$ cat src/rwhp_pkg.sv
// ----------------------------------------------------------------------------
// rwhp_pkg
// shared types and constants for the riff/wave header parser
// ----------------------------------------------------------------------------
package rwhp_pkg;

    // chunk and header identifiers, big-endian as shifted in
    localparam logic [31:0] ID_RIFF = 32'h5249_4646;
    localparam logic [31:0] ID_WAVE = 32'h5741_5645;
    localparam logic [31:0] ID_FMT  = 32'h666D_7420;
    localparam logic [31:0] ID_DATA = 32'h6461_7461;

    localparam logic [31:0] FMT_READ_BYTES = 32'd16;
    localparam logic [31:0] HEADER_BYTES   = 32'd12;

    // status codes
    localparam logic [2:0] ST_PARSING = 3'd0;
    localparam logic [2:0] ST_IN_DATA = 3'd1;
    localparam logic [2:0] ST_DONE    = 3'd2;
    localparam logic [2:0] ST_BAD_HDR = 3'd3;
    localparam logic [2:0] ST_NO_DATA = 3'd4;

    // one queued input byte
    typedef struct packed {
        logic [7:0] data;
        logic       eos;
    } item_t;

    // one result transaction
    typedef struct packed {
        logic [2:0]  status;
        logic        data_valid;
        logic [7:0]  data_out;
        logic        data_last;
        logic [15:0] channel_count;
        logic [31:0] sample_rate;
        logic [15:0] sample_bits;
        logic [31:0] data_length;
    } result_t;

endpackage

$ cat src/riff_wave_header_parser_core.sv
// ----------------------------------------------------------------------------
// riff_wave_header_parser_core
// byte-stream riff/wave header parser with data-chunk pass-through
// ----------------------------------------------------------------------------
// usage:
//   input channel (in_valid/in_ready) takes one byte of the wav file per
//   transaction, with end_of_stream high on the final byte of the file.
//   output channel (out_valid/out_ready) gives exactly one result per input
//   byte: parse status, the data byte when inside the data chunk (with
//   data_last), and the fmt fields and data length read so far.
//   a result is registered: its byte waits in the input queue, then
//   the parser step loads the output register once that register is
//   empty or its result is being taken.
//   throughput: one byte per cycle while the receiver takes results;
//   the input queue keeps taking bytes while a result waits to be taken.
//   receiver stall: the output register holds, the parser stops popping,
//   and the queue fills; in_ready drops once the queue is full.
//   reset: parser back to the riff header phase, all fields zero, queue
//   and output register empty.
//   after status finished, bad header or no data, further bytes only repeat
//   the last status and fields.
// ----------------------------------------------------------------------------
module riff_wave_header_parser_core #(
    parameter int FIFO_DEPTH = 2
) (
    input  logic        clk,
    input  logic        rst_n,
    input  logic        in_valid,
    output logic        in_ready,
    input  logic [7:0]  in_byte,
    input  logic        end_of_stream,
    output logic        out_valid,
    input  logic        out_ready,
    output logic [2:0]  status,
    output logic        data_valid,
    output logic [7:0]  data_out,
    output logic        data_last,
    output logic [15:0] channel_count,
    output logic [31:0] sample_rate,
    output logic [15:0] sample_bits,
    output logic [31:0] data_length
);

    // front: input queue
    rwhp_pkg::item_t   in_item;
    rwhp_pkg::item_t   q_item;
    logic              q_valid;
    logic              q_pop;
    rwhp_pkg::result_t res;

    assign in_item.data = in_byte;
    assign in_item.eos  = end_of_stream;

    rwhp_fifo #(
        .DEPTH (FIFO_DEPTH)
    ) u_fifo (
        .clk        (clk),
        .rst_n      (rst_n),
        .push_valid (in_valid),
        .push_ready (in_ready),
        .push_item  (in_item),
        .pop_valid  (q_valid),
        .pop        (q_pop),
        .pop_item   (q_item)
    );

    // back: parser and output register
    rwhp_parse u_parse (
        .clk        (clk),
        .rst_n      (rst_n),
        .item_valid (q_valid),
        .item       (q_item),
        .item_pop   (q_pop),
        .res_valid  (out_valid),
        .res_ready  (out_ready),
        .res        (res)
    );

    assign status        = res.status;
    assign data_valid    = res.data_valid;
    assign data_out      = res.data_out;
    assign data_last     = res.data_last;
    assign channel_count = res.channel_count;
    assign sample_rate   = res.sample_rate;
    assign sample_bits   = res.sample_bits;
    assign data_length   = res.data_length;

    // data_last only ever marks a real data byte
    a_last_has_data: assert property (@(posedge clk) disable iff (!rst_n)
        out_valid && data_last |-> data_valid)
        else $error("data_last without data_valid");

    // a data byte comes out only while in data or on the finishing byte
    a_data_status: assert property (@(posedge clk) disable iff (!rst_n)
        out_valid && data_valid |->
            (status == rwhp_pkg::ST_IN_DATA) || (status == rwhp_pkg::ST_DONE))
        else $error("data byte outside data chunk");

    // finished is terminal
    a_done_sticky: assert property (@(posedge clk) disable iff (!rst_n)
        out_valid && out_ready && (status == rwhp_pkg::ST_DONE) |=>
            !out_valid || ((status == rwhp_pkg::ST_DONE) && !data_valid))
        else $error("parser left finished state");

endmodule

$ cat src/rwhp_fifo.sv
// ----------------------------------------------------------------------------
// rwhp_fifo
// short queue between the input side and the parser
// ----------------------------------------------------------------------------
module rwhp_fifo #(
    parameter int DEPTH = 2
) (
    input  logic           clk,
    input  logic           rst_n,
    input  logic           push_valid,
    output logic           push_ready,
    input  rwhp_pkg::item_t push_item,
    output logic           pop_valid,
    input  logic           pop,
    output rwhp_pkg::item_t pop_item
);

    localparam int PW = (DEPTH > 1) ? $clog2(DEPTH) : 1;
    localparam int CW = $clog2(DEPTH + 1);

    rwhp_pkg::item_t slots_reg [DEPTH];
    logic [PW-1:0]   wr_ptr_reg;
    logic [PW-1:0]   rd_ptr_reg;
    logic [CW-1:0]   count_reg;
    logic            do_push;
    logic            do_pop;

    assign push_ready = (count_reg != CW'(DEPTH));
    assign pop_valid  = (count_reg != '0);
    assign pop_item   = slots_reg[rd_ptr_reg];
    assign do_push    = push_valid && push_ready;
    assign do_pop     = pop && pop_valid;

    always_ff @(posedge clk or negedge rst_n)
    begin
        if (!rst_n)
        begin
            wr_ptr_reg <= '0;
            rd_ptr_reg <= '0;
            count_reg  <= '0;
        end
        else
        begin
            if (do_push)
            begin
                wr_ptr_reg <= (wr_ptr_reg == PW'(DEPTH - 1)) ? '0 : wr_ptr_reg + 1'b1;
            end
            if (do_pop)
            begin
                rd_ptr_reg <= (rd_ptr_reg == PW'(DEPTH - 1)) ? '0 : rd_ptr_reg + 1'b1;
            end
            if (do_push && !do_pop)
            begin
                count_reg <= count_reg + 1'b1;
            end
            else if (do_pop && !do_push)
            begin
                count_reg <= count_reg - 1'b1;
            end
        end
    end

    always_ff @(posedge clk)
    begin
        if (do_push)
        begin
            slots_reg[wr_ptr_reg] <= push_item;
        end
    end

endmodule

$ cat src/rwhp_parse.sv
// ----------------------------------------------------------------------------
// rwhp_parse
// byte-serial riff/wave parser with registered result stage
// ----------------------------------------------------------------------------
module rwhp_parse (
    input  logic             clk,
    input  logic             rst_n,
    input  logic             item_valid,
    input  rwhp_pkg::item_t  item,
    output logic             item_pop,
    output logic             res_valid,
    input  logic             res_ready,
    output rwhp_pkg::result_t res
);

    typedef enum logic [3:0] {
        PH_HEADER   = 4'd0,
        PH_FMT_HDR  = 4'd1,
        PH_SKIP_PRE = 4'd2,
        PH_FMT_BODY = 4'd3,
        PH_SKIP_FMT = 4'd4,
        PH_DATA_HDR = 4'd5,
        PH_SKIP_MID = 4'd6,
        PH_DATA     = 4'd7,
        PH_DONE     = 4'd8,
        PH_BAD      = 4'd9,
        PH_NODATA   = 4'd10
    } phase_t;

    phase_t      phase_reg, phase_next;
    logic [31:0] fc_reg, fc_next;
    logic [31:0] id_reg, id_next;
    logic [31:0] size_reg, size_next;
    logic        bad_reg, bad_next;
    logic [15:0] chan_reg, chan_next;
    logic [31:0] rate_reg, rate_next;
    logic [15:0] bits_reg, bits_next;
    logic [31:0] len_reg, len_next;
    logic        res_valid_reg, res_valid_next;
    rwhp_pkg::result_t res_reg, res_next;

    logic [7:0]  b;
    logic        dvalid, dlast;
    logic [7:0]  dout;
    logic [31:0] hdr_id, hdr_size;
    logic        hdr_done;
    logic [2:0]  st;

    assign b         = item.data;
    assign item_pop  = item_valid && (!res_valid_reg || res_ready);
    assign res_valid = res_valid_reg;
    assign res       = res_reg;

    // chunk header shifting shared by both header phases
    assign hdr_id   = (fc_reg < 32'd4) ? {id_reg[23:0], b} : id_reg;
    assign hdr_size = (fc_reg < 32'd4) ? size_reg : {b, size_reg[31:8]};
    assign hdr_done = (fc_reg >= 32'd7);

    always_comb
    begin
        phase_next = phase_reg;
        fc_next    = fc_reg;
        id_next    = id_reg;
        size_next  = size_reg;
        bad_next   = bad_reg;
        chan_next  = chan_reg;
        rate_next  = rate_reg;
        bits_next  = bits_reg;
        len_next   = len_reg;
        dvalid     = 1'b0;
        dout       = 8'd0;
        dlast      = 1'b0;

        case (phase_reg)
            PH_HEADER:
            begin
                id_next = {id_reg[23:0], b};
                if (fc_reg == 32'd3 && id_next != rwhp_pkg::ID_RIFF)
                begin
                    bad_next = 1'b1;
                end
                if (fc_reg >= rwhp_pkg::HEADER_BYTES - 32'd1)
                begin
                    if (id_next != rwhp_pkg::ID_WAVE)
                    begin
                        bad_next = 1'b1;
                    end
                    fc_next    = 32'd0;
                    phase_next = bad_next ? PH_BAD : PH_FMT_HDR;
                end
                else
                begin
                    fc_next = fc_reg + 32'd1;
                end
            end
            PH_FMT_HDR, PH_DATA_HDR:
            begin
                id_next   = hdr_id;
                size_next = hdr_size;
                fc_next   = fc_reg + 32'd1;
                if (hdr_done)
                begin
                    fc_next = 32'd0;
                    if (phase_reg == PH_FMT_HDR)
                    begin
                        if (hdr_id == rwhp_pkg::ID_FMT)
                        begin
                            phase_next = PH_FMT_BODY;
                        end
                        else if (hdr_size != 32'd0)
                        begin
                            phase_next = PH_SKIP_PRE;
                            fc_next    = hdr_size;
                        end
                    end
                    else if (hdr_id == rwhp_pkg::ID_DATA)
                    begin
                        len_next = hdr_size;
                        if (hdr_size == 32'd0)
                        begin
                            phase_next = PH_DONE;
                        end
                        else
                        begin
                            phase_next = PH_DATA;
                            fc_next    = hdr_size;
                        end
                    end
                    else if (hdr_size != 32'd0)
                    begin
                        phase_next = PH_SKIP_MID;
                        fc_next    = hdr_size;
                    end
                end
            end
            PH_SKIP_PRE, PH_SKIP_FMT, PH_SKIP_MID:
            begin
                if (fc_reg <= 32'd1)
                begin
                    fc_next    = 32'd0;
                    phase_next = (phase_reg == PH_SKIP_PRE) ? PH_FMT_HDR : PH_DATA_HDR;
                end
                else
                begin
                    fc_next = fc_reg - 32'd1;
                end
            end
            PH_FMT_BODY:
            begin
                case (fc_reg[3:0])
                    4'd2:    chan_next[7:0]   = b;
                    4'd3:    chan_next[15:8]  = b;
                    4'd4:    rate_next[7:0]   = b;
                    4'd5:    rate_next[15:8]  = b;
                    4'd6:    rate_next[23:16] = b;
                    4'd7:    rate_next[31:24] = b;
                    4'd14:   bits_next[7:0]   = b;
                    4'd15:   bits_next[15:8]  = b;
                    default: ;
                endcase
                fc_next = fc_reg + 32'd1;
                if (fc_next >= rwhp_pkg::FMT_READ_BYTES)
                begin
                    if (size_reg > rwhp_pkg::FMT_READ_BYTES)
                    begin
                        phase_next = PH_SKIP_FMT;
                        fc_next    = size_reg - rwhp_pkg::FMT_READ_BYTES;
                    end
                    else
                    begin
                        phase_next = PH_DATA_HDR;
                        fc_next    = 32'd0;
                    end
                end
            end
            PH_DATA:
            begin
                dvalid = 1'b1;
                dout   = b;
                if (fc_reg <= 32'd1)
                begin
                    fc_next    = 32'd0;
                    dlast      = 1'b1;
                    phase_next = PH_DONE;
                end
                else
                begin
                    fc_next = fc_reg - 32'd1;
                end
            end
            default: ;
        endcase

        // end of stream
        if (item.eos)
        begin
            if (phase_next == PH_HEADER)
            begin
                phase_next = PH_BAD;
            end
            else if (phase_next == PH_DATA)
            begin
                if (dvalid)
                begin
                    dlast = 1'b1;
                end
                phase_next = PH_DONE;
            end
            else if (phase_next < PH_DATA)
            begin
                phase_next = PH_NODATA;
            end
        end

        case (phase_next)
            PH_DATA:   st = rwhp_pkg::ST_IN_DATA;
            PH_DONE:   st = rwhp_pkg::ST_DONE;
            PH_BAD:    st = rwhp_pkg::ST_BAD_HDR;
            PH_NODATA: st = rwhp_pkg::ST_NO_DATA;
            default:   st = rwhp_pkg::ST_PARSING;
        endcase

        res_next.status        = st;
        res_next.data_valid    = dvalid;
        res_next.data_out      = dout;
        res_next.data_last     = dlast;
        res_next.channel_count = chan_next;
        res_next.sample_rate   = rate_next;
        res_next.sample_bits   = bits_next;
        res_next.data_length   = len_next;

        if (item_pop)
        begin
            res_valid_next = 1'b1;
        end
        else if (res_ready)
        begin
            res_valid_next = 1'b0;
        end
        else
        begin
            res_valid_next = res_valid_reg;
        end
    end

    always_ff @(posedge clk or negedge rst_n)
    begin
        if (!rst_n)
        begin
            phase_reg     <= PH_HEADER;
            fc_reg        <= '0;
            id_reg        <= '0;
            size_reg      <= '0;
            bad_reg       <= 1'b0;
            chan_reg      <= '0;
            rate_reg      <= '0;
            bits_reg      <= '0;
            len_reg       <= '0;
            res_valid_reg <= 1'b0;
            res_reg       <= '0;
        end
        else
        begin
            res_valid_reg <= res_valid_next;
            if (item_pop)
            begin
                phase_reg <= phase_next;
                fc_reg    <= fc_next;
                id_reg    <= id_next;
                size_reg  <= size_next;
                bad_reg   <= bad_next;
                chan_reg  <= chan_next;
                rate_reg  <= rate_next;
                bits_reg  <= bits_next;
                len_reg   <= len_next;
                res_reg   <= res_next;
            end
        end
    end

endmodule

$ cat config.mk
export PLATFORM = sky130hd
export DESIGN_NAME = riff_wave_header_parser_core
export DESIGN_NICKNAME = d
export VERILOG_FILES = /design/src/rwhp_pkg.sv /design/src/riff_wave_header_parser_core.sv /design/src/rwhp_fifo.sv /design/src/rwhp_parse.sv
export SDC_FILE = /design/constraint.sdc
export NUM_CORES = 1
export LEC_CHECK = 0
export BUFFER_PORTS_ARGS = -buffer_cell sky130_fd_sc_hd__buf_2
export CAP_MARGIN = 20
export CORE_ASPECT_RATIO = 1.75
export CORE_MARGIN = 2
export CORE_UTILIZATION = 30
export DETAILED_ROUTE_END_ITERATION = 6
export GPL_TIMING_DRIVEN = 0
export SYNTH_ARGS = -nofsm -noshare
export SYNTH_HDL_FRONTEND = slang
export SYNTH_SLANG_ARGS = --single-unit
$ cat constraint.sdc
create_clock -name clk -period 5.3 [get_ports clk]
set_input_delay 1.59 -clock clk [delete_from_list [all_inputs] [get_ports clk]]
set_output_delay 1.59 -clock clk [all_outputs]
set_load 0.02 [all_outputs]
# Yosys cells after proc, flatten, opt, wreduce, memory -nomap -nowiden
# Memories as Yosys holds them, arrays and structs flattened.
# Index checks and enable logic that the tools add are counted.
# totals
ff_bits	215
mem_bits_rw	18
input_bits	13
output_inout_bits	111
elab_cells	154
mem_count	1
# memory_table
name	depth	word_bits	rd	rd_clocked_by_memory_dff	write_ports	line_no	text
u_fifo.slots_reg	2	9	1	0	1	rwhp_fifo.sv:21	rwhp_pkg::item_t slots_reg [DEPTH];
# classes
addsub	7
order_cmp	7
n_eq_ne	26
n_mux	55
n_bitwise	1
reduce_logical	35
# ops
cell	n
32-bit two-way mux	12
32-bit one-hot mux with 4 select lines	1
32-bit by 31-bit equality test with 1-bit output (second input constant)	2
4-bit two-way mux	16
32-bit by 31-bit inequality test with 1-bit output (second input constant)	2
32-bit one-hot mux with 2 select lines	1
4-bit by 3-bit equality test with 1-bit output (second input constant)	10
32-bit by 1-bit adder with 32-bit output (second input constant)	1
32-bit by 2-bit equality test with 1-bit output (second input constant)	1
32-bit by 3-bit >= comparator with 1-bit output (second input constant)	1
32-bit by 4-bit >= comparator with 1-bit output (second input constant)	1
32-bit by 5-bit >= comparator with 1-bit output (second input constant)	1
32-bit by 5-bit > comparator with 1-bit output (second input constant)	1
32-bit by 1-bit less-or-equal comparator with 1-bit output (second input constant)	1
32-bit logical NOT	1
32-bit by 3-bit < comparator with 1-bit output (second input constant)	1
32-bit nonzero test	1
32-bit by 1-bit subtractor with 32-bit output (second input constant)	1
32-bit by 5-bit subtractor with 32-bit output (second input constant)	1
3-bit AND reduction	8
4-bit equality test (second input constant)	5
4-bit one-hot mux with 5 select lines	1
1-bit two-way mux	19
4-bit by 2-bit equality test with 1-bit output (second input constant)	4
22 further kinds	38

# Longest topological paths before layout
# Gate-level depths: netlist of the first run.
# An unclocked memory read counts as a cell.
# logic_depth
ltp_word	17
ltp_mapped	15

# Modules after synthesis
# Synthesis of the first run repeated with hierarchy kept, for this count alone.
# unflattened
hier_cells	1183
hier_area_um2	12340.6
# modules_own_cells
module	n_inst	cells_each	area_each_um2	seq_area_each_um2
rwhp_parse	1	1137	11479.8	5280.1
rwhp_fifo	1	46	860.8	640.6

# Least setup slack after synthesis of the first run
# OpenSTA, ideal clock, no wires.
# synth_timing
path_type	reg2reg
start	reg u_parse.fc_reg[27]
end	reg u_parse.res_reg, in the netlist u_parse.res[106]
arrival_time_ps	3689
required_time_ps	5235
setup_slack_ps	1547
path_stages_with_launch	14
path_buffers	2
period_less_slack_ps	3753
cell_sequence	dfrtp_1 -> or4_4 -> or4_4 -> buf_6 -> or4_4 -> buf_6 -> nor4_4 -> o22ai_2 -> xnor2_1 -> a21oi_1 -> a211oi_4 -> or2_2 -> a2111oi_2 -> a211o_1
# synth_via
elab_chain_cells	16
word_cells_on_any_way	43
classes_between	add/sub (1); order compare (6); eq/ne (8); mux (24); reduce/logical (4)
# synth_lines
item	line_no	text
start: declaration	rwhp_parse.sv:31	logic [31:0] fc_reg, fc_next;
start signal: assignment	rwhp_parse.sv:268	fc_reg <= fc_next;
branches (longest 8 deep; another with 32-bit by 1-bit adder with 32-bit output)	-	
4-bit one-hot mux with 5 select lines *	rwhp_parse.sv:74	case (phase_reg)
4-bit by 3-bit < comparator with 1-bit output	rwhp_parse.sv:209	else if (phase_next < PH_DATA)
4-bit two-way mux	rwhp_parse.sv:209	
4-bit two-way mux	rwhp_parse.sv:201	else if (phase_next == PH_DATA)
4-bit two-way mux	rwhp_parse.sv:197	if (phase_next == PH_HEADER)
4-bit two-way mux *	rwhp_parse.sv:195	if (item.eos)
4-bit equality test or 4-bit by 3-bit equality test with 1-bit output (tied branches)	rwhp_parse.sv:215	case (phase_next)
3-bit one-hot mux with 4 select lines *	rwhp_parse.sv:215	
end signal: assignment	rwhp_parse.sv:276	res_reg <= res_next;
end: declaration	rwhp_parse.sv:40	rwhp_pkg::result_t res_reg, res_next;
# Mark *: on every way between the ends. The select of a mux whose other input is x is not followed.
# A chain may end at the register's enable or synchronous reset.

# Worst setup path after layout of the first run
# layout_timing
start	reg u_parse.fc_reg[13]
end	reg u_parse.fc_reg[3]
# layout_via
elab_chain_cells	8
word_cells_on_any_way	22
classes_between	add/sub (1); order compare (5); eq/ne (2); mux (12); reduce/logical (2)
# layout_lines
item	line_no
branches (longest 7 deep; another with 32-bit by 1-bit adder with 32-bit output)	-
32-bit one-hot mux with 4 select lines *	rwhp_parse.sv:74
# Mark *: on every way between the ends.

==> impl_metrics.sql, run 1 <==
INSERT INTO impl_metrics (metric_group, metric, value, unit) VALUES
('sta', 'final_count_of_hold_timing_violations', '0', ''),
('logic_synthesis', 'leading_register_cell_type_out_of_synthesis', 'dfrtp_1', ''),
('cts', 'clkSlewWorstSetupHoldPaths', '70', 'ps'),
('detailed_routing', 'via_per_inst', '5.548', ''),
('sta', 'rsz0062_at_grt', 'no', ''),
('layout', 'nNetsFinal', '1473', ''),
('hold_path', 'hold_class', 'reg -> reg', ''),
('critical_path', 'r2r-end', 'u_parse.fc_reg[3]$_DFFE_PN0P_', ''),
('logic_synthesis', 'synth_fp_nets', '1324', ''),
('cts', 'tritoncts', 'done', ''),
('die', 'initial_core_util', '30.36', '%'),
('cts', 'cts_buffers', '22', ''),
('cts', 'postCtsSetupBuffers', '0', ''),
('sta', 'fmax', '201.1', 'MHz'),
('cts', 'numClockSinks', '233', ''),
('cts', 'htree_num_levels', '1', ''),
('critical_path', 'crit_fanout', '10', ''),
('logic_synthesis', 'synth_sequential_area_ratio', '48.83', '%'),
('die', 'die_width', '156.0', 'um'),
('hold_path', 'holdPathEnd', 'u_parse.res[102]$_DFFE_PN0P_', ''),
('layout', 'final_area', '0.01417', 'mm^2'),
('cts', 'cts-hold-fix-buffers', '0', ''),
('global_routing', 'pin_count_of_the_biggest_net_entering_global_routing', '113', ''),
('placement', 'number_of_port_buffers', '123', ''),
('pwr', 'worst_ir_drop_vdd', '0.3578', 'mV'),
('logic_synthesis', 'synth_register_bits', '233', ''),
('critical_path', 'timing.critical_path.slowest_stage_cell', 'nor3_1', ''),
('cts', 'later_pin_clock_latency_in_the_skew_report', '530', 'ps'),
('placement', 'gp_congestion', '0.9488', ''),
('logic_synthesis', 'netlist_area', '0.01212', 'mm^2'),
('detailed_routing', 'via_count', '10880', ''),
('layout', 'fillerInstances', '4045', ''),
('global_routing', 'grt_busiest_layer', 'met2', ''),
('die', 'io_pins', '124', ''),
('sta', 'relSlewSlack', '27.28', '%'),
('critical_path', 'setup.reg_to_reg.worst_slack', '330', 'ps'),
('logic_synthesis', 'netlist-cell-type-count', '80', ''),
('global_routing', 'grt_first_pass_wirelength', '64.67', 'mm'),
('critical_path', 'timing.critical_path.from_type', 'flip-flop', ''),
('global_routing', 'met2_usage', '39.38', '%'),
('status', 'outcome', 'complete, no violations', ''),
('global_routing', 'grt_ovf', '0', ''),
('logic_synthesis', 'number_of_standard_cells_after_synthesis', '1303', ''),
('sta', 'final.min_clock_period', '4972', 'ps'),
('layout', 'final_core_utilization', '35.49', '%'),
('critical_path', 'timing.setup.critical_path_class', 'reg -> reg', ''),
('critical_path', 'setup.worst_path.end_class', 'flip-flop', ''),
('placement', 'dp.final_hpwl', '33.20', 'mm'),
('logic_synthesis', 'yosysWarningCount', '0', ''),
('logic_synthesis', 'synth_enable_flop_cells', '18', ''),
('critical_path', 'reg2reg_depth', '13', ''),
('sta', 'setup_tns', '0', 'ps'),
('logic_synthesis', 'synthesis.area_per_instance', '9.305', 'um^2'),
('sta', 'worstMarginPinSlew', '1082', 'ps'),
('global_routing', 'grt_use_met1', '18.86', '%'),
('pwr', 'cellPowerDensity', '551.6', 'mW/mm^2'),
('sta', 'worst_slack', '328.4', 'ps'),
('cts', 'clock_tree.root_cell', 'clkbuf_16', ''),
('critical_path', 'cpPeakStageDelay', '750', 'ps'),
('sta', 'finalCritPeriodShare', '93.80', '%'),
('layout', 'drive_gt1_share', '15.76', '%'),
('global_routing', 'grt_antenna_before_repair', '0', ''),
('detailed_routing', 'wl_per_cell', '21.87', 'um'),
('sta', 'finalSetupViolCount', '0', ''),
('critical_path', 'timing.critical_path.max_delay_family', 'simple AND/OR/NAND/NOR gates', ''),
('layout', 'antenna_cells', '0', ''),
('detailed_routing', 'drt_iter0_drc', '667', ''),
('global_routing', 'vias_in_the_first_global_route', '10940', ''),
('detailed_routing', 'drt_pass1_iterations', '5', ''),
('critical_path', 'required', '5730', 'ps'),
('logic_synthesis', 'netlist_top_cells_area', 'dfrtp_1 (44%), o21ai_0 (5.3%), nand2_1 (5.0%)', '');
## how the worst max path moves through the flow
stage | slack (ps) | endpoint | depth (start not counted)
final | 330 | u_parse.fc_reg[3]$_DFFE_PN0P_ | 13
after floorplan | 1550 | u_parse.res[106]$_DFFE_PN0P_ | 13
after detailed placement | 140 | u_parse.fc_reg[3]$_DFFE_PN0P_ | 13
after global placement | -1130 | u_parse.len_reg[30]$_DFFE_PN0P_ | 1
after global routing | 30 | u_parse.fc_reg[3]$_DFFE_PN0P_ | 13
after CTS | 120 | u_parse.fc_reg[3]$_DFFE_PN0P_ | 13
## kinds of logic after synthesis
logic type | Yosys count | share of synthesized area [%]
and+or+nand+nor | 484 | 19.82
AOI/OAI and AO/OA | 336 | 16.64
DFF | 233 | 48.83
buffers and inverters | 120 | 3.870
muxes | 73 | 6.471
xor gates and xnor gates | 49 | 3.540
adders and majority gates | 8 | 0.8256
## cell usage in the layout (no fill, tap or decap), types with 10 or more instances in the layout
cell	count
o22ai_1	26
clkbuf_16	23
xnor2_1	30
nand2_1	163
dfrtp_1	215
edfxtp_1	18
o31ai_1	15
nor2_1	119
inv_1	17
nand4_1	15
a211oi_1	10
o21ai_0	128
nand2b_1	10
a21oi_1	97
xor2_1	19
nor4_1	25
mux2_2	43
nor3_1	48
clkbuf_1	96
mux2i_1	30
nand3_1	20
buf_2	125
## metal layers
layer / part of all wire (%) / wire length [um]
met5: 0 / 0
met1: 32 / 13870
met4: 8.7 / 3738
met3: 3.3 / 1429
met2: 56 / 23840
## worst reg2reg max path, stage by stage, from the launching register on
cell,delay (ps)
dfrtp_1,350
clkbuf_1,420
nand3_1,320
nor3_1,760
nand3_1,180
mux2_2,320
nor4_1,390
nand4bb_1,230
o21ai_1,570
nor2_1,220
clkbuf_1,300
a221oi_1,540
o31ai_1,140
o21a_1,130
## stage by stage
| stage | power, mW | hold WS, ps |
|---|---|---|
| CTS | 7.803 | 478.8 |
| detailed placement | 6.068 | 464.5 |
| finish | 7.817 | 476.9 |
| global placement | 6.017 | 461.1 |
| global route | 8.219 | 497.5 |
| floorplan | 4.797 | 438.7 |
## where the power goes
part           switching (mW)  internal, mW  leakage [nW]  total (mW)
combinational            2.40          1.18          2.70        3.58
sequential              0.379          2.14          3.09        2.52
clock                   0.706          1.01         0.375        1.72
## layout make-up
type / instances / area (um^2) / share of cell area (%)
Inverter: 18 / 67.56 / 0.4768
Buffer: 102 / 401.6 / 2.834
Timing Repair Buffer: 125 / 658.1 / 4.644
Multi-Input combinational cell: 950 / 5739 / 40.50
Tap cell: 495 / 619.3 / 4.370
Clock inverter: 9 / 146.4 / 1.033
Clock buffer: 29 / 618.1 / 4.362
Sequential cell: 233 / 5921 / 41.78
(Power assumes the default switching activity.)
==> run 2, diff against run 1 <==
--- a/config.mk
+++ b/config.mk
@@ -12,6 +12,7 @@
 export CORE_UTILIZATION = 30
 export DETAILED_ROUTE_END_ITERATION = 6
 export GPL_TIMING_DRIVEN = 0
+export PLACE_DENSITY = 0.52
 export SYNTH_ARGS = -nofsm -noshare
 export SYNTH_HDL_FRONTEND = slang
 export SYNTH_SLANG_ARGS = --single-unit
==> constraint.sdc (replaced) <==
create_clock -name clk -period 5.3 [get_ports clk]
set_input_delay 0 -clock clk [delete_from_list [all_inputs] [get_ports clk]]
set_output_delay 0 -clock clk [all_outputs]
set_load 0.02 [all_outputs]
==> run 2 against run 1 <==
Register-to-register slack got worse by 80 ps; global-route usage rose by 0.87 points; wire length rose by 3.3%; sequential power barely moved; critical endpoint unchanged.
==> impl_metrics.sql, run 2 (synthesis results as in run 1) <==
INSERT INTO impl_metrics (metric_group, metric, value, unit) VALUES
('critical_path', 'setup.worst_path.end_class', 'flip-flop', ''),
('sta', 'fin_clk_skew', '15.54', 'ps'),
('critical_path', 'timing.setup.critical_path_class', 'reg -> reg', ''),
('pwr', 'fin_total_pwr', '7.844', 'mW'),
('layout', 'antenna_cells', '0', ''),
('placement', 'dp.final_hpwl', '33.72', 'mm'),
('detailed_routing', 'drt_pass1_iterations', '5', ''),
('cts', 'tritoncts', 'done', ''),
('layout', 'drive_gt1_share', '16.01', '%'),
('die', 'die_area', '0.04210', 'mm^2'),
('layout', 'top_library_cells_by_usage_in_the_layout_fill_and_taps_aside', 'dfrtp_1 (215), nand2_1 (163), o21ai_0 (128), buf_2 (125), nor2_1 (119)', ''),
('cts', 'postCtsSetupBuffers', '0', ''),
('placement', 'placed_cells', '1922', ''),
('pwr', 'p_leak', '6.240', 'nW'),
('placement', 'number_of_port_buffers', '123', ''),
('layout', 'final_core_utilization', '35.82', '%'),
('cts', 'htree_num_levels', '1', ''),
('status', 'outcome', 'complete, no violations', ''),
('layout', 'most_frequent_standard_cell_in_the_layout_excluding_fill_and_tap_cells', 'dfrtp_1', ''),
('critical_path', 'critPathLaunch', 'u_parse.fc_reg[5]$_DFFE_PN0P_', ''),
('sta', 'finalSetupViolCount', '0', ''),
('layout', 'nNetsFinal', '1488', ''),
('critical_path', 'crit_fanout', '10', ''),
('detailed_routing', 'drc_errors', '0', ''),
('pwr', 'worst_ir_drop_vdd', '0.2950', 'mV'),
('die', 'row_count', '97', ''),
('detailed_routing', 'ant_nets', '0', ''),
('global_routing', 'groute.usage.overall', '21.03', '%'),
('sta', 'setup_tns', '0', 'ps'),
('sta', 'worstMarginPinSlew', '1112', 'ps'),
('flow_run', 'cap_viol_max_count', '0', ''),
('sta', 'rsz0062_at_grt', 'no', ''),
('global_routing', 'met2_usage', '40.10', '%'),
('global_routing', 'grt_ovf', '0', ''),
('global_routing', 'grt_use_met1', '20.22', '%'),
('global_routing', 'pin_count_of_the_biggest_net_entering_global_routing', '114', ''),
('die', 'die_width', '156.0', 'um'),
('die', 'die-height', '269.9', 'um'),
('cts', 'cts_buffers', '24', ''),
('placement', 'placed_area', '0.01340', 'mm^2'),
('placement', 'place_worst_setup_slack', '89.58', 'ps'),
('die', 'io_pins', '124', ''),
('global_routing', 'grt_busiest_layer', 'met2', ''),
('detailed_routing', 'via_per_inst', '5.457', ''),
('sta', 'hold_slack', '43.95', 'ps'),
('cts', 'clkSlewWorstSetupHoldPaths', '70', 'ps'),
('global_routing', 'grt_first_pass_wirelength', '67.03', 'mm'),
('sta', 'relSlewSlack', '25.17', '%'),
('pwr', 'cellPowerDensity', '548.4', 'mW/mm^2'),
('hold_path', 'hold_class', 'in -> async', ''),
('layout', 'finish.cell_count_without_fillers', '1975', ''),
('critical_path', 'regToRegStartpoint', 'u_parse.fc_reg[5]$_DFFE_PN0P_', ''),
('cts', 'max-clock-path-buffers', '3', ''),
('layout', 'final_area', '0.01430', 'mm^2'),
('layout', 'area_growth', '17.97', '%'),
('cts', 'clock_tree.root_cell', 'clkbuf_16', ''),
('sta', 'final_count_of_hold_timing_violations', '0', ''),
('cts', 'later_pin_clock_latency_in_the_skew_report', '540', 'ps'),
('detailed_routing', 'drt_iter0_drc', '747', ''),
('global_routing', 'vias_in_the_first_global_route', '11120', ''),
('die', 'floorplan.core_area', '0.03993', 'mm^2'),
('detailed_routing', 'routed_wirelength', '44.30', 'mm'),
('detailed_routing', 'wl_per_cell', '22.43', 'um'),
('detailed_routing', 'via_count', '10780', ''),
('cts', 'numClockSinks', '233', ''),
('critical_path', 'required', '5730', 'ps'),
('sta', 'final.min_clock_period', '5057', 'ps'),
('sta', 'finalCritPeriodShare', '95.41', '%'),
('global_routing', 'grt_antenna_before_repair', '0', ''),
('sta', 'worst_slack', '243.5', 'ps'),
('global_routing', 'globalRouteMet3Util', '2.343', '%'),
('critical_path', 'timing.critical_path.from_type', 'flip-flop', ''),
('placement', 'gp_congestion', '0.9048', ''),
('sta', 'finalMaxSlewViolations', '0', ''),
('die', 'initial_core_util', '30.36', '%'),
('layout', 'fillerInstances', '4061', ''),
('critical_path', 'critPathArrivalTime', '5490', 'ps'),
('sta', 'fmax', '197.8', 'MHz');
==> run 2: cell types whose count changed in the layout (fill, tap and decap cells not counted) <==
| cell | previous run | this run |
|---|---|---|
| clkbuf_8 | 2 | 3 |
| clkbuf_1 | 96 | 94 |
| clkbuf_16 | 23 | 26 |
| clkbuf_4 | 0 | 1 |
| bufinv_16 | 4 | 1 |
| clkinv_1 | 2 | 0 |
| clkinv_2 | 2 | 6 |
| dlygate4sd3_1 | 0 | 12 |
==> run 2: worst max-delay path, stage by stage, from the launching register on <==
cell       delay [ps]
dfrtp_1           320
clkbuf_1          410
nand3_1           340
or4_1             540
clkbuf_1          220
xnor2_1           170
or4b_1            510
a2bb2oi_1         270
nand4bb_1         210
o21ai_1           590
nor2_1            230
clkbuf_1          300
a221oi_1          560
o31ai_1           160
o21a_1            130
==> run 2: power breakdown <==
| part | internal [mW] | total, mW | switching [mW] |
|---|---|---|---|
| Clock | 0.973 | 1.71 | 0.735 |
| Combinational | 1.18 | 3.62 | 2.44 |
| Sequential | 2.14 | 2.52 | 0.374 |
| Total | 4.30 | 7.84 | 3.55 |
==> run 2: layer usage <==
layer	up-vias	wire length [um]	share of wire [%]
met3	163	1449	3.3
li1	5002	-	-
met5	-	0	0
met2	339	24400	55
met4	0	3738	8.4
met1	5273	14710	33
==> run 2: path summary, 6_finish.rpt <==
check / endpoint / cells past startpoint / slack [ps]
setup / recovery: u_parse.fc_reg[3]$_DFFE_PN0P_ / 14 / 240
hold / removal: u_parse.fc_reg[9]$_DFFE_PN0P_ / 2 / 40
setup reg to reg: u_parse.fc_reg[3]$_DFFE_PN0P_ / 14 / 240
hold reg to reg: u_parse.len_reg[10]$_DFFE_PN0P_ / 2 / 470
max in group asynchronous: u_parse.res[98]$_DFFE_PN0P_ / 3 / 4240
min in group clk: u_fifo.slots_reg[0][5]$_DFFE_PP_ / 2 / 200
==> run 2: cell type report <==
type / count / area [um^2] / share of cell area, %
sequential: 233 / 5921 / 41.40
multi-input combinational: 950 / 5739 / 40.13
timing repair buffer: 138 / 785.8 / 5.494
clock buffer: 31 / 699.4 / 4.890
tap: 495 / 619.3 / 4.330
buffer: 102 / 401.6 / 2.808
clock inverter: 8 / 68.82 / 0.4811
inverter: 18 / 67.56 / 0.4724
==> run 2: timing repair <==
action | CTS | global route
setup endpoints to repair | 0 | 11
hold endpoints to repair | 123 | 0
hold buffers | 12 | 0
gates resized for setup | 0 | 1
